File: src/rtl/core/nbtl_pkg.sv
// Package for the NLDM bilinear table lookup: codes, state types, fixed widths.
// Depends on nothing; nbtl_muldiv and the top level refer to it by scoped names.
`default_nettype none
package nbtl_pkg;

  typedef enum logic [1:0] {
    ACT_SLEW_BP  = 2'd0,
    ACT_LOAD_BP  = 2'd1,
    ACT_TABLE    = 2'd2,
    ACT_LOOKUP   = 2'd3
  } action_t;

  typedef enum logic [1:0] {
    ST_OK    = 2'd0,
    ST_LOAD  = 2'd1,
    ST_DEGEN = 2'd2,
    ST_SAT   = 2'd3
  } status_t;

  typedef enum logic [0:0] {
    REG_SLEW_USED = 1'b0,
    REG_LOAD_USED = 1'b1
  } cfg_reg_t;

  typedef enum logic [3:0] {
    S_IDLE,
    S_SCAN_ADDR,
    S_SCAN_DATA,
    S_DELTA,
    S_TAB_ADDR,
    S_TAB_DATA,
    S_LERP_START,
    S_LERP_WAIT,
    S_DONE
  } state_t;

  typedef enum logic [1:0] {
    MD_IDLE,
    MD_MUL,
    MD_DIV,
    MD_DONE
  } md_state_t;

  typedef struct packed {
    logic done;
    logic sat;
  } md_status_t;

  localparam int ENTRY_W = 32;
  localparam int QUERY_W = 31;
  localparam int VAL_W   = 42;   // clamped lerp value, +-2^40
  localparam int DIFF_W  = 43;
  localparam int T_W     = 34;
  localparam int DEN_W   = 33;
  localparam int PROD_W  = 76;
  localparam int REG_W   = 4;

  localparam logic [40:0] CLAMP_MAG = 41'h100_0000_0000;

endpackage
`default_nettype wire

File: src/rtl/core/nbtl_muldiv.sv
// Sequential a*b/d unit: split multiply of the operand halves, then 76-step restoring divide.
// Quotient truncated toward zero and clamped at 2^40. Uses nbtl_pkg.
`default_nettype none
module nbtl_muldiv (
  input  wire logic                               clk,
  input  wire logic                               rst,
  input  wire logic                               start,
  input  wire logic signed [nbtl_pkg::DIFF_W-1:0] a,
  input  wire logic signed [nbtl_pkg::T_W-1:0]    b,
  input  wire logic signed [nbtl_pkg::DEN_W-1:0]  d,
  output logic signed      [nbtl_pkg::VAL_W-1:0]  q,
  output nbtl_pkg::md_status_t                    stat
);

  localparam int PW = nbtl_pkg::PROD_W;
  localparam int VW = nbtl_pkg::VAL_W;

  nbtl_pkg::md_state_t state, state_next;

  logic [41:0]    ma;
  logic [33:0]    mb;
  logic [32:0]    md;
  logic           neg;
  logic [6:0]     cnt;
  logic [37:0]    pp;
  logic [6:0]     psh;
  logic [PW-1:0]  acc;
  logic [33:0]    rem;
  logic [VW-1:0]  qr;

  logic [nbtl_pkg::DIFF_W-1:0] a_abs;
  logic [nbtl_pkg::T_W-1:0]    b_abs;
  logic [nbtl_pkg::DEN_W-1:0]  d_abs;
  logic [20:0]    a_half;
  logic [16:0]    b_half;
  logic [34:0]    rem_s;
  logic           ge;
  logic [VW-1:0]  q_sh;
  logic [VW-1:0]  q_mag;
  logic           over;

  always_comb begin
    a_abs  = a[nbtl_pkg::DIFF_W-1] ? -a : a;
    b_abs  = b[nbtl_pkg::T_W-1] ? -b : b;
    d_abs  = d[nbtl_pkg::DEN_W-1] ? -d : d;
    a_half = cnt[1] ? ma[41:21] : ma[20:0];
    b_half = cnt[0] ? mb[33:17] : mb[16:0];
    rem_s  = {rem, acc[PW-1]};
    ge     = rem_s >= {2'b00, md};
    q_sh   = {qr[VW-2:0], ge};
    if (q_sh > VW'(nbtl_pkg::CLAMP_MAG)) begin
      q_sh = VW'(nbtl_pkg::CLAMP_MAG) + VW'(1);
    end
    over  = qr > VW'(nbtl_pkg::CLAMP_MAG);
    q_mag = over ? VW'(nbtl_pkg::CLAMP_MAG) : qr;
  end

  always_comb begin
    state_next = state;
    unique case (state)
      nbtl_pkg::MD_IDLE: if (start) state_next = nbtl_pkg::MD_MUL;
      nbtl_pkg::MD_MUL:  if (cnt == 7'd4) state_next = nbtl_pkg::MD_DIV;
      nbtl_pkg::MD_DIV:  if (cnt == 7'(PW - 1)) state_next = nbtl_pkg::MD_DONE;
      nbtl_pkg::MD_DONE: state_next = nbtl_pkg::MD_IDLE;
      default:           state_next = nbtl_pkg::MD_IDLE;
    endcase
  end

  always_comb begin
    stat.done = state == nbtl_pkg::MD_DONE;
    stat.sat  = over;
    q         = neg ? -$signed(q_mag) : $signed(q_mag);
  end

  always_ff @(posedge clk) begin
    if (rst) begin
      state <= nbtl_pkg::MD_IDLE;
    end else begin
      state <= state_next;
    end
    unique case (state)
      nbtl_pkg::MD_IDLE: begin
        ma  <= a_abs[41:0];
        mb  <= b_abs;
        md  <= d_abs;
        neg <= a[nbtl_pkg::DIFF_W-1] ^ b[nbtl_pkg::T_W-1] ^ d[nbtl_pkg::DEN_W-1];
        acc <= '0;
        cnt <= '0;
      end
      nbtl_pkg::MD_MUL: begin
        if (cnt != 7'd4) begin
          pp  <= a_half * b_half;
          psh <= (cnt[1] ? 7'd21 : 7'd0) + (cnt[0] ? 7'd17 : 7'd0);
        end
        if (cnt != 7'd0) begin
          acc <= acc + (PW'(pp) << psh);
        end
        cnt <= (cnt == 7'd4) ? 7'd0 : cnt + 7'd1;
        rem <= '0;
        qr  <= '0;
      end
      nbtl_pkg::MD_DIV: begin
        rem <= ge ? 34'(rem_s - {2'b00, md}) : rem_s[33:0];
        acc <= acc << 1;
        qr  <= q_sh;
        cnt <= cnt + 7'd1;
      end
      nbtl_pkg::MD_DONE: begin
      end
      default: begin
      end
    endcase
  end

endmodule
`default_nettype wire

File: config.mk
export PLATFORM = sky130hd
export DESIGN_NAME = nbtl_muldiv
export DESIGN_NICKNAME = d
export VERILOG_FILES = /design/src/rtl/core/nbtl_pkg.sv /design/src/rtl/core/nbtl_muldiv.sv
export SDC_FILE = /design/constraint.sdc
export NUM_CORES = 2
export LEC_CHECK = 0
export BUFFER_PORTS_ARGS = -buffer_cell sky130_fd_sc_hd__buf_4
export CORE_AREA = 2 2 318 320
export DETAILED_ROUTE_END_ITERATION = 16
export DIE_AREA = 0 0 320 322
export SLEW_MARGIN = 20
export SYNTH_ARGS = -nofsm -noshare
export SYNTH_HDL_FRONTEND = slang
export SYNTH_SLANG_ARGS = --single-unit
File: constraint.sdc
create_clock -name clk -period 8.2 [get_ports clk]
set_input_delay 0.41 -clock clk [delete_from_list [all_inputs] [get_ports clk]]
set_output_delay 0.41 -clock clk [all_outputs]
set_load 0.01 [all_outputs]
==> summary.txt <==
Layout Area Growth over Synthesis -> 11.28%
Cell Rows -> 116
Post-placement cell area -> 37280 µm²
FMAX -> 135.3 MHz
Slew at the pin closest to its max-slew limit -> 952.5 ps
Worst Path Arrival -> 7720 ps
Setup TNS -> 0 ps
Starting DRT DRC Count -> 1974
Tot GR Track Use -> 18.23%
Area leader, netlist -> edfxtp_1
Status -> complete, no violations
Port Buf Inserts -> 156
Seq/Total Area, Yosys -> 26.93%
Slowest Stage Delay on Critical Path -> 690 ps
R2R Setup Slk -> 810 ps
CP Capture Point -> pp[36]$_DFFE_PP_
Synth unique cells -> 84
Global-route wire length before repair -> 150600 µm
CTS root buffer -> clkbuf_16
Starting Density -> 34.87%
Sinks on Clock Net -> 312
Vias in the first global route -> 27440
Final Critical Period -> 7390 ps
Hpwl dp -> 74810 µm
Critical path data required time -> 8530 ps
Post-DRT Antenna Nets -> 0
Crit-path slowest cell -> edfxtp_1
Critical path class -> flip-flop to flip-flop
Synth cell count leaders -> nand2_1 (513), inv_1 (447), nor2_1 (354), edfxtp_1 (310), fa_1 (286)
Layout Utilization -> 38.80%
Syn_area_per_cell -> 9.072 µm²
Design Area, Final -> 38630 µm²
RSZ-0062 raised after global routing -> false
Die Wd -> 320 µm
Critical Path Most Common Cell -> fa_1
CTS tree -> built
Slew HR -> 36.50%
Max-slew violation count -> 0
Initial antenna violation count -> 1
Layout Nets -> 4536
Share of cells above drive strength 1 -> 9.426%
CP endpoint kind -> flip-flop
Synth Flop Type -> edfxtp_1
Area contributors post-synth -> edfxtp_1 (27%), fa_1 (16%), ha_1 (8.4%)
Final setup fails -> 0
Vias per inst -> 5.310
Number of enable flip-flop cells after synthesis -> 310
Yosys top cell area share -> 26.81%
Die Y -> 322 µm
Post-cts sizing count -> 0
Ports -> 157
Ys async rst share -> 0%
Count leader, synth -> nand2_1
CP Launch Type -> flip-flop
Yosys reg bits -> 312
Die area -> 103000 µm²
Synth warn -> 0
Drt drc -> 0
Clock tree buffer depth -> 3
Clock latency at the later pin of the worst-skew pair -> 580 ps
Largest net degree at the start of global routing -> 77
Maxcap violations -> 0
Crit path buffers/inverters -> 6
CTS H-tree depth -> 2
Core area -> 99570 µm²
Global placer's final weighted congestion -> 0.9536
Worst r2r src -> cnt[1]$_DFFE_PP_
CP Launch Point -> cnt[1]$_DFFE_PP_
Drt pass-1 iters -> 6
DR WL/cell -> 18.26 µm
Mapped cell area -> 34720 µm²
CP top delay family -> adder cells
CP Depth -> 25
FF-to-FF path depth -> 25
Skew final -> 24.70 ps
WL final -> 95570 µm
Hold Vio Cnt, Final -> 0
Total number of vias -> 27800
Syn Nets -> 4458
Global route overflow -> 0
FF-to-FF End -> pp[36]$_DFFE_PP_
Filler cells -> 10010
Inserted Diodes -> 0
Hold Path Class -> primary input to flip-flop
CTS buffer count -> 39
Max FO, Critical Path -> 14
CTS clk-pin slew, worst paths -> 60 ps
Final cycle utilization of the critical path -> 90.12%
Cells after Synth -> 3827
==> final cells by class <==
type                       instances  area [µm²]  area share, %
multi-input combinational       2900       23110          59.81
sequential                       312        9349          24.20
inverter                         451        1693          4.382
tap                             1298        1624          4.204
timing repair buffer             201        1524          3.945
clock buffer                      42        1008          2.610
clock inverter                    30       329.1         0.8517
==> state kept, by name (all words and copies together) (netlist names) <==
signal and cells:
cnt 7, acc 76, ma 42, md 33, neg 1, psh 3
rem 34, mb 34, qr 42, pp 38, state 2
==> per-stage QoR <==
stage	setup WS, ps	std cells	hold slack, ps
after detailed placement	822.6	5161	554.9
after global placement	915.6	5161	541.7
after global routing	348.4	5234	18.09
final	810.4	5234	47.48
after CTS	830.0	5234	1.463
after floorplan	950.6	3827	452.3
==> kinds of logic (layout without fill, tap and decap cells) <==
family                     count (synthesis)  count (layout)  share of synthesized area, %
AOI/OAI and AO/OA                        751             751                         13.78
xor gates and xnor gates                 258             258                         6.509
adders and majority gates                518             518                         24.85
buffers and inverters                    615             724                         6.660
DFF                                      312             312                         26.93
muxes                                    162             162                         5.719
other                                      1               1                       0.01080
and+or+nand+nor                         1210            1210                         15.54
==> metal layers <==
metal / track usage (%) / share of wire [%] / up-vias
li1: - / - / 13290
met1: 23.65 / 43 / 13540
met2: 31.48 / 48 / 805
met3: 2.245 / 5.3 / 168
met4: 5.947 / 3.2 / 0
met5: 0 / 0 / -
==> how the worst min path moves through the flow <==
stage / from / endpoint / slack, ps / depth (start not counted)
after floorplan: cnt[1]$_DFFE_PP_ / psh[2]$_DFFE_PP_ / 450 / 0
after global placement: acc[15]$_DFFE_PP_ / acc[16]$_DFFE_PP_ / 540 / 2
after detailed placement: acc[13]$_DFFE_PP_ / acc[14]$_DFFE_PP_ / 550 / 2
after CTS: b[0] / mb[0]$_DFFE_PN_ / 1 / 1
after global routing: d[0] / md[0]$_DFFE_PN_ / 20 / 1
final: b[0] / mb[0]$_DFFE_PN_ / 50 / 1
==> layout by cell type, fill, tap and decap left out, drive strengths merged, types with 8 or more instances in the layout <==
cell / instances
nor2: 354
o31ai: 43
a211oi: 34
xor2: 78
xnor2: 180
o41ai: 21
o21a: 22
nor3: 48
mux2: 51
o211ai: 10
clkbuf: 42
fa: 286
clkinv: 21
a21oi: 182
nor2b: 15
edfxtp: 310
or3: 20
nor4: 18
ha: 232
or2: 8
nand4: 32
nand2: 513
nand2b: 16
o22ai: 21
a31oi: 28
mux2i: 87
nand3: 53
or4: 26
and2: 65
a21o: 68
buf: 200
mux4: 24
o21ai: 210
o21bai: 28
inv: 449
and3: 20
==> repair_timing <==
| item | 4_1_cts | 5_1_grt |
|---|---|---|
| hold endpoints to repair | 2 | 0 |
| hold buffers | 1 | 0 |
| buffers inserted | 0 | 0 |
Power is not shown: default switching activity piles up to over one toggle a cycle in this logic, so the estimate is an artifact.
