**config.mk**
```make
export PLATFORM = sky130hd
export DESIGN_NAME = nbtl_ram
export DESIGN_NICKNAME = d
export VERILOG_FILES = /design/src/rtl/core/nbtl_ram.sv
export SDC_FILE = /design/constraint.sdc
export NUM_CORES = 1
export LEC_CHECK = 0
export ABC_AREA = 0
export CORE_MARGIN = 1.5
export CORE_UTILIZATION = 40
export CTS_BUF_LIST = sky130_fd_sc_hd__clkbuf_8
export CTS_CLUSTER_SIZE = 25
export DETAILED_ROUTE_END_ITERATION = 10
export DONT_BUFFER_PORTS = 1
export SLEW_MARGIN = 5
export SYNTH_ARGS = -nofsm -noshare
export SYNTH_HDL_FRONTEND = slang
export SYNTH_SLANG_ARGS = --single-unit
```
**constraint.sdc**
```tcl
create_clock -name clk -period 9.5 [get_ports clk]
set_clock_uncertainty 0.15 [all_clocks]
set_input_delay 1.9 -clock clk [delete_from_list [all_inputs] [get_ports clk]]
set_output_delay 1.9 -clock clk [all_outputs]
set_load 0.02 [all_outputs]
```
**src/rtl/core/nbtl_ram.sv**
```systemverilog
// Simple dual-port synchronous RAM, one write and one registered read port.
// Used for the breakpoint axes and the table store; no package dependency.
`default_nettype none
module nbtl_ram #(
  parameter int DEPTH = 8,
  parameter int WIDTH = 32
) (
  input  wire logic                     clk,
  input  wire logic                     we,
  input  wire logic [$clog2(DEPTH)-1:0] waddr,
  input  wire logic [WIDTH-1:0]         wdata,
  input  wire logic [$clog2(DEPTH)-1:0] raddr,
  output logic      [WIDTH-1:0]         rdata
);

  logic [WIDTH-1:0] mem [DEPTH];

  always_ff @(posedge clk) begin
    if (we) begin
      mem[waddr] <= wdata;
    end
    rdata <= mem[raddr];
  end

endmodule
`default_nettype wire

```
==> results.py, run 1 <==
metrics = {
    "floorplan": {
        "num_rows": 59,
        "dieArea_um2": 27100,
        "io_pins": 72,
        "start_util_pct": 40.5,
        "die_y_um": 165,
        "core-area_um2": 25800,
        "die_w_um": 165,
    },
    "synthesis": {
        "yosysMostFrequentCell": "edfxtp_1",
        "yosysTopAreaCellShare_pct": 73.4,
        "synth.top_cells.by_count": "edfxtp_1, mux4_1, dfxtp_1, mux2_2, mux4_2",
        "synth_area_per_cell_um2": 25.2,
        "synth_area_leader_cell": "edfxtp_1",
        "ys_async_sr_fraction_pct": 0,
        "ys_types": 13,
        "syn_area_um2": 10500,
        "syn_nets": 455,
        "ys_top_cells_by_area": "edfxtp_1, mux4_1, dfxtp_1",
        "synth_cells": 415,
        "yosys_warnings": 0,
        "ys.flop_type": "edfxtp_1",
        "ys_seq_area_share_pct": 79.6,
        "synth-edff-count": 256,
        "ys_seq_elements": 288,
    },
    "sta": {
        "finalHoldViolations": 0,
        "finalCritPeriodShare_pct": 33.5,
        "setup_slack_ns": 6.32,
        "worstMarginPinSlew_ns": 1.20,
        "setup_viol": 0,
        "grt_setup_unrepaired": "false",
        "fmax_ghz": 0.314,
        "final.min_clock_period_ns": 3.18,
        "finalSetupTns_ns": 0,
        "slew_viol_final": 0,
        "relSlewSlack_pct": 19.5,
    },
    "final_layout": {
        "n_antenna_cell": 0,
        "nFillCells": 2148,
        "design_area_um2": 11700,
        "final_nets": 489,
        "stdcell_count": 820,
        "areaGrowthSynthToFinish_pct": 11.7,
        "layout-drive-gt1-share_pct": 25.4,
    },
    "place": {
        "port_buffers": 0,
        "gp_congestion": 0.691,
        "place_hpwl_um": 9000,
        "preCtsSetupSlack_ns": 5.72,
        "placed_area_um2": 10800,
        "dpl.cell_count": 736,
    },
    "worst_setup_path": {
        "path_max_fanout": 32,
        "slowest_stage": "nor2_4",
        "cp-start-kind": "input pin",
        "path_class": "in2reg",
        "setup.worst_path.end_class": "register",
        "slowest_delay_ns": 0.99,
        "crit_required_ns": 9.49,
        "cpLargestDelayFamily": "simple AND/OR/NAND/NOR gates",
        "cp_num_buf_inv": 0,
        "path_cells": "nand2b_1 > nor2_4",
        "arrival_ns": 3.17,
    },
    "hold_path": {
        "min_path_type": "reg2reg",
    },
    "global_route": {
        "grt_pass1_wl_um": 27400,
        "grt_overflow_total": 0,
        "first_global_vias": 4626,
        "antenna_found_initial": 0,
        "grt_max_degree": 65,
        "grt_usage_pct": 13.8,
    },
    "flow_run": {
        "cap_violations": 0,
    },
    "power": {
        "p_leak_nw": 3.88,
        "ir_worst_vdd_v": 0.0000810,
        "power_density_nw_per_um2": 213,
        "finalPower_mw": 2.49,
    },
    "routing": {
        "num_vias": 4180,
        "wirelength_um": 18000,
        "via_per_inst": 5.10,
        "drc": 0,
        "drtPass1Iterations": 4,
        "ant_nets": 0,
        "routedWlPerCell_um": 22.0,
        "dr.first_iter.drc_count": 244,
    },
    "clock_tree": {
        "cts_max_level": 2,
        "cts_buffer_depth": 3,
        "postCtsSetupBuffers": 0,
        "clk_latency_ns": 0.53,
        "clkSinkCount": 288,
        "cts-resized-gates": 0,
        "cts-root-buf": "clkbuf_8",
        "clk_pin_slew_worst_paths_ns": 0.05,
        "cts_tree": "yes",
        "numCtsBuffers": 46,
        "holdBufCountCts": 0,
    },
    "outcome": {
        "status": "finished, final reports clean",
    },
}
-- final cells by class --
cell class                 count  area (um2)  share of cell area [%]
clock buffer                  53         729                    6.24
clock inverter                31         119                    1.02
multi-input combinational    109        2070                    17.7
sequential                   288        8330                    71.2
tap                          335         419                    3.59
timing repair buffer           4        30.0                   0.257
-- cell usage in the layout (no fill, tap or decap) --
master / Yosys / layout
nor2_4: 0 / 6
nor3_2: 0 / 2
clkinv_1: 0 / 2
clkinv_2: 0 / 2
dfxtp_1: 32 / 32
inv_1: 0 / 27
mux4_1: 40 / 40
nand2b_1: 3 / 3
mux4_2: 24 / 24
clkbuf_8: 0 / 53
buf_4: 0 / 4
nand2_1: 2 / 2
mux2_2: 32 / 32
edfxtp_1: 256 / 256
-- registers in the layout, indices dropped and copies added (netlist names) --
signal and flops:
mem 256, rdata 32
-- cells by family (layout without fill, tap and decap cells) --
group,after synthesis,count (layout),share of synthesized area [%]
mux,96,96,18.6
simple gates,13,13,0.562
flops,288,288,79.6
buf+inv,18,88,1.22
-- layer usage --
layer	track usage (%)	vias to the layer above	wire (um)
met2	23.6	96	9260
met3	4.90	26	1230
li1	-	1856	-
met4	4.75	0	321
met1	16.3	2202	7200
met5	0	-	0
-- path summary, 6_finish.rpt --
| kind | start | end | slack, ns | depth (start not counted) |
|---|---|---|---|---|
| setup / recovery | waddr[2] | mem[2][17]$_DFFE_PP_ | 6.32 | 2 |
| setup reg to reg | mem[1][8]$_DFFE_PP_ | rdata[8]$_DFF_P_ | 8.03 | 2 |
| hold / removal | mem[2][17]$_DFFE_PP_ | rdata[17]$_DFF_P_ | 0.53 | 2 |
| hold reg to reg | mem[2][17]$_DFFE_PP_ | rdata[17]$_DFF_P_ | 0.53 | 2 |
-- power breakdown --
part | switching (mW) | internal (mW)
clock | 0.449 | 0.505
combinational | 0.0274 | 0.0458
sequential | 0.0318 | 1.43
-- per-stage QoR --
| stage | utilization [%] | hold WS (ns) |
|---|---|---|
| after floorplan | - | 0.491 |
| after global placement | 42.0 | 0.496 |
| after detailed placement | 42.0 | 0.511 |
| after CTS | 45.2 | 0.528 |
| after global routing | 45.2 | 0.545 |
| final | 45.2 | 0.529 |
(Power assumes the default switching activity.)
==> run 2, diff against run 1 <==
==> constraint.sdc (replaced) <==
create_clock -name clk -period 2.8 [get_ports clk]
set_clock_uncertainty 0.15 [all_clocks]
set_input_delay 0.56 -clock clk [delete_from_list [all_inputs] [get_ports clk]]
set_output_delay 0.56 -clock clk [all_outputs]
set_load 0.02 [all_outputs]
==> results.py, run 2 (same netlist as run 1, synthesis figures left out) <==
metrics = {
    "power": {
        "power_density_nw_per_um2": 706,
        "ir_worst_vdd_v": 0.000353,
        "combinationalPowerShare_pct": 4.0,
        "intPower_mw": 6.80,
        "switching_share_pct": 20.7,
        "p_clk_share_pct": 38.1,
        "seqPwrFrac_pct": 57.9,
        "p_switching_mw": 1.77,
        "finalPower_mw": 8.57,
        "p_leak_nw": 4.05,
    },
    "sta": {
        "final.min_clock_period_ns": 1.69,
        "grt_setup_unrepaired": "false",
        "setup_viol": 0,
        "worstMarginPinSlew_ns": 0.560,
        "relSlewSlack_pct": 62.6,
        "fmax_ghz": 0.591,
        "finalHoldViolations": 0,
        "finalCritPeriodShare_pct": 60.5,
        "finalSetupTns_ns": 0,
        "fin_hold_ws_ns": 0.0438,
        "slew_viol_final": 0,
    },
    "final_layout": {
        "final_cell_mix": "edfxtp_1, clkbuf_8, mux4_1",
        "top_regs": "mem: 256 flops, rdata: 32 flops",
        "nFillCells": 2155,
        "areaGrowthSynthToFinish_pct": 15.9,
        "layout-drive-gt1-share_pct": 25.1,
        "regMostFlops": "mem",
        "final_nets": 529,
        "design_area_um2": 12100,
        "largest_reg_flops": 256,
        "final_common_cell": "edfxtp_1",
    },
    "clock_tree": {
        "clk_latency_ns": 0.54,
        "clk_pin_slew_worst_paths_ns": 0.06,
        "cts_max_level": 2,
        "cts_buffer_depth": 3,
        "clkSinkCount": 288,
        "cts-resized-gates": 0,
        "postCtsSetupBuffers": 0,
        "cts_tree": "yes",
        "numCtsBuffers": 46,
        "cts-root-buf": "clkbuf_8",
    },
    "global_route": {
        "grt_overflow_total": 0,
        "grt_usage_pct": 14.2,
        "first_global_vias": 4810,
        "antenna_found_initial": 2,
        "grt_max_degree": 65,
        "grt_pass1_wl_um": 28000,
    },
    "floorplan": {
        "dieArea_um2": 27100,
        "die_w_um": 165,
        "io_pins": 72,
        "num_rows": 59,
        "start_util_pct": 40.5,
        "die_y_um": 165,
        "core-area_um2": 25800,
    },
    "routing": {
        "num_vias": 4382,
        "ant_nets": 0,
        "drtPass1Iterations": 6,
        "via_per_inst": 5.08,
        "drc": 0,
        "dr.first_iter.drc_count": 228,
        "routedWlPerCell_um": 21.4,
        "wirelength_um": 18500,
    },
    "place": {
        "gp_congestion": 0.637,
        "place_hpwl_um": 9510,
        "placed_area_um2": 10900,
        "port_buffers": 0,
    },
    "worst_setup_path": {
        "cp-start-kind": "register",
        "crit_required_ns": 2.09,
        "setup.worst_path.end_class": "output port",
        "arrival_ns": 0.98,
        "path_max_fanout": 1,
        "path_class": "reg2out",
    },
    "hold_path": {
        "min_path_type": "in2reg",
    },
    "outcome": {
        "status": "finished, final reports clean",
    },
    "flow_run": {
        "cap_violations": 0,
    },
}
==> run 2: cell types whose count changed in the layout (fill, tap and decap cells not counted), sizes merged <==
cell / delta
diode: +2
clkbuf: +1
dlygate4sd3: +33
inv: -7
clkinv: +7
buf: +7
==> run 2: path summary, 6_finish.rpt <==
check | startpoint | end | slack (ns) | cells past startpoint
worst max-delay path | rdata[8]$_DFF_P_ | rdata[8] | 1.11 | 0
worst min-delay path | raddr[1] | rdata[6]$_DFF_P_ | 0.04 | 1
worst max register to register | mem[1][19]$_DFFE_PP_ | rdata[19]$_DFF_P_ | 1.32 | 2
worst min register to register | mem[2][8]$_DFFE_PP_ | rdata[8]$_DFF_P_ | 0.52 | 2
==> run 2: what timing repair did <==
item | in CTS | in global routing
setup endpoints to repair | 0 | 0
endpoints found under the hold margin | 256 | 3
hold buffers | 32 | 1
==> run 2: per-layer routing <==
metal / up-vias / global-route usage, % / part of all wire, %
li1: 1942 / - / -
met4: 0 / 4.79 / 1.7
met1: 2304 / 17.0 / 41
met5: - / 0 / 0
met2: 105 / 24.8 / 53
met3: 31 / 3.64 / 4.7
==> run 2: power groups by stage <==
stage / Combinational, mW / Sequential, mW / Clock (mW)
floorplan: 0.246 / 5.04 / 0
global placement: 0.260 / 5.05 / 0
detailed placement: 0.262 / 5.06 / 0
CTS: 0.344 / 4.97 / 3.39
global route: 0.366 / 4.98 / 3.58
finish: 0.339 / 4.96 / 3.27
==> run 2: per-stage QoR <==
stage               std cells  utilization, %  worst slack (ns)
finish                    863            47.0              1.11
global placement          743            42.3             0.691
detailed placement        743            42.3             0.693
global route              863            47.0              1.06
CTS                       860            46.9              1.06
floorplan                 415               -             0.100
==> run 2: final cells by class <==
cell class	count	area (um2)	area share, %
clock buffers	54	743	6.13
well taps	335	419	3.46
multi-input cells	109	2080	17.1
clock inverters	31	120	0.990
diodes	2	5.00	0.0413
repair buffers	44	438	3.61
flip-flops and latches	288	8330	68.6
==> run 3, diff against run 2 <==
==> constraint.sdc (replaced) <==
create_clock -name clk -period 1.55 [get_ports clk]
set_clock_uncertainty 0.15 [all_clocks]
set_input_delay 0.31 -clock clk [delete_from_list [all_inputs] [get_ports clk]]
set_output_delay 0.31 -clock clk [all_outputs]
set_load 0.02 [all_outputs]
==> results.py, run 3 (same netlist as run 1, synthesis figures left out) <==
metrics = {
    "outcome": {
        "status": "finished with violations",
        "violations": "negative hold slack",
    },
    "final_layout": {
        "top_regs": "mem: 256 flops, rdata: 32 flops",
        "layout-drive-gt1-share_pct": 32.8,
        "areaGrowthSynthToFinish_pct": 16.2,
        "final_nets": 530,
        "final_common_cell": "edfxtp_1",
        "regMostFlops": "mem",
        "final_util_pct": 47.1,
        "final_cell_mix": "edfxtp_1, mux4_2, clkbuf_8",
        "largest_reg_flops": 256,
    },
    "routing": {
        "drtPass1Iterations": 4,
        "dr.first_iter.drc_count": 235,
        "wirelength_um": 18400,
        "routedWlPerCell_um": 21.4,
        "via_per_inst": 5.00,
        "num_vias": 4291,
        "ant_nets": 0,
        "drc": 0,
    },
    "sta": {
        "fin_hold_ws_ns": -0.207,
        "fmax_ghz": 0.676,
        "final.min_clock_period_ns": 1.48,
        "finalHoldViolations": 32,
        "setup_viol": 0,
        "grt_setup_unrepaired": "false",
        "relSlewSlack_pct": 79.6,
        "worstMarginPinSlew_ns": 0.305,
        "slew_viol_final": 0,
        "finalCritPeriodShare_pct": 95.4,
    },
    "floorplan": {
        "num_rows": 59,
        "dieArea_um2": 27100,
        "start_util_pct": 40.5,
        "die_y_um": 165,
        "core-area_um2": 25800,
        "io_pins": 72,
        "die_w_um": 165,
    },
    "hold_path": {
        "min_path_type": "in2reg",
        "worstHoldEndpoint": "rdata[28]$_DFF_P_",
        "holdPathStages": 1,
        "holdCritStartpoint": "raddr[1]",
    },
    "worst_setup_path": {
        "worst_r2r_path_depth": 2,
        "reg2reg_from": "mem[1][2]$_DFFE_PP_",
        "cp-start-kind": "register",
        "path_class": "reg2out",
        "crit_required_ns": 1.09,
        "setup.worst_path.end_class": "output port",
        "r2r-end": "rdata[2]$_DFF_P_",
        "arrival_ns": 1.02,
        "crit_start": "rdata[14]$_DFF_P_",
        "path_max_fanout": 1,
        "r2r_slack_ns": 0.14,
    },
    "clock_tree": {
        "numCtsBuffers": 45,
        "postCtsSetupBuffers": 0,
        "clk_latency_ns": 0.54,
        "cts-resized-gates": 0,
        "clkSinkCount": 288,
        "holdBufCountCts": 34,
        "cts_buffer_depth": 3,
        "clk_pin_slew_worst_paths_ns": 0.06,
        "cts_tree": "yes",
        "cts-root-buf": "clkbuf_8",
        "cts_max_level": 2,
    },
    "global_route": {
        "antenna_found_initial": 1,
        "grt_pass1_wl_um": 28200,
        "grt_max_degree": 65,
        "grt_overflow_total": 0,
        "first_global_vias": 4829,
        "grt_usage_pct": 14.2,
    },
    "flow_run": {
        "cap_violations": 0,
    },
    "place": {
        "place_hpwl_um": 9490,
        "gp_congestion": 0.695,
        "port_buffers": 0,
    },
    "power": {
        "p_leak_nw": 3.94,
        "ir_worst_vdd_v": 0.000481,
        "power_density_nw_per_um2": 1290,
        "finalPower_mw": 15.7,
    },
}
-- run 3: per-layer routing --
metal / GRT usage [%] / up-vias / wire (um)
li1: - / 1908 / -
met1: 18.2 / 2264 / 7990
met2: 23.5 / 88 / 9090
met3: 3.84 / 31 / 921
met4: 5.12 / 0 / 374
met5: 0 / - / 0
-- run 3: where the power goes --
part / internal (mW) / switching (mW) / total (mW)
Clock: 3.32 / 2.72 / 6.04
Combinational: 0.384 / 0.258 / 0.642
Sequential: 8.77 / 0.207 / 8.98
Total: 12.5 / 3.18 / 15.7
-- run 3: per-stage QoR --
stage | worst slack (ns) | hold WS, ns | TNS [ns] | cells | instance area, um2
6_report | 0.0717 | -0.207 | 0 | 858 | 12200
3_5_place_dp | 0.0920 | 0.259 | 0 | 744 | 11000
3_3_place_gp | 0.0821 | 0.259 | 0 | 744 | 11000
5_1_grt | 0.0142 | -0.242 | 0 | 858 | 12200
2_1_floorplan | -0.336 | 0.259 | -18.98 | 415 | 10500
4_1_cts | 0.0322 | -0.252 | 0 | 857 | 12200
-- run 3: how the worst max path moves through the flow --
| stage | end | slack, ns | cells after the start |
|---|---|---|---|
| floorplan | mem[0][0]$_DFFE_PP_ | -0.34 | 2 |
| global placement | mem[0][16]$_DFFE_PP_ | 0.08 | 3 |
| detailed placement | mem[0][16]$_DFFE_PP_ | 0.09 | 3 |
| CTS | rdata[14] | 0.03 | 0 |
| global route | rdata[14] | 0.01 | 0 |
| finish | rdata[14] | 0.07 | 0 |
-- run 3: cell type report --
type / count / area (um2)
flip-flops and latches: 288 / 8330
clock buffers: 51 / 702
diodes: 1 / 2.50
repair buffers: 46 / 568
well taps: 335 / 419
multi-input cells: 109 / 1980
fillers: 2096 / 13700
clock inverters: 28 / 163
-- run 3: worst register-to-register path: cells and delay by family (launching register included) --
family  cells  cell delay, ns
DFF         1            0.37
muxes       2            0.79
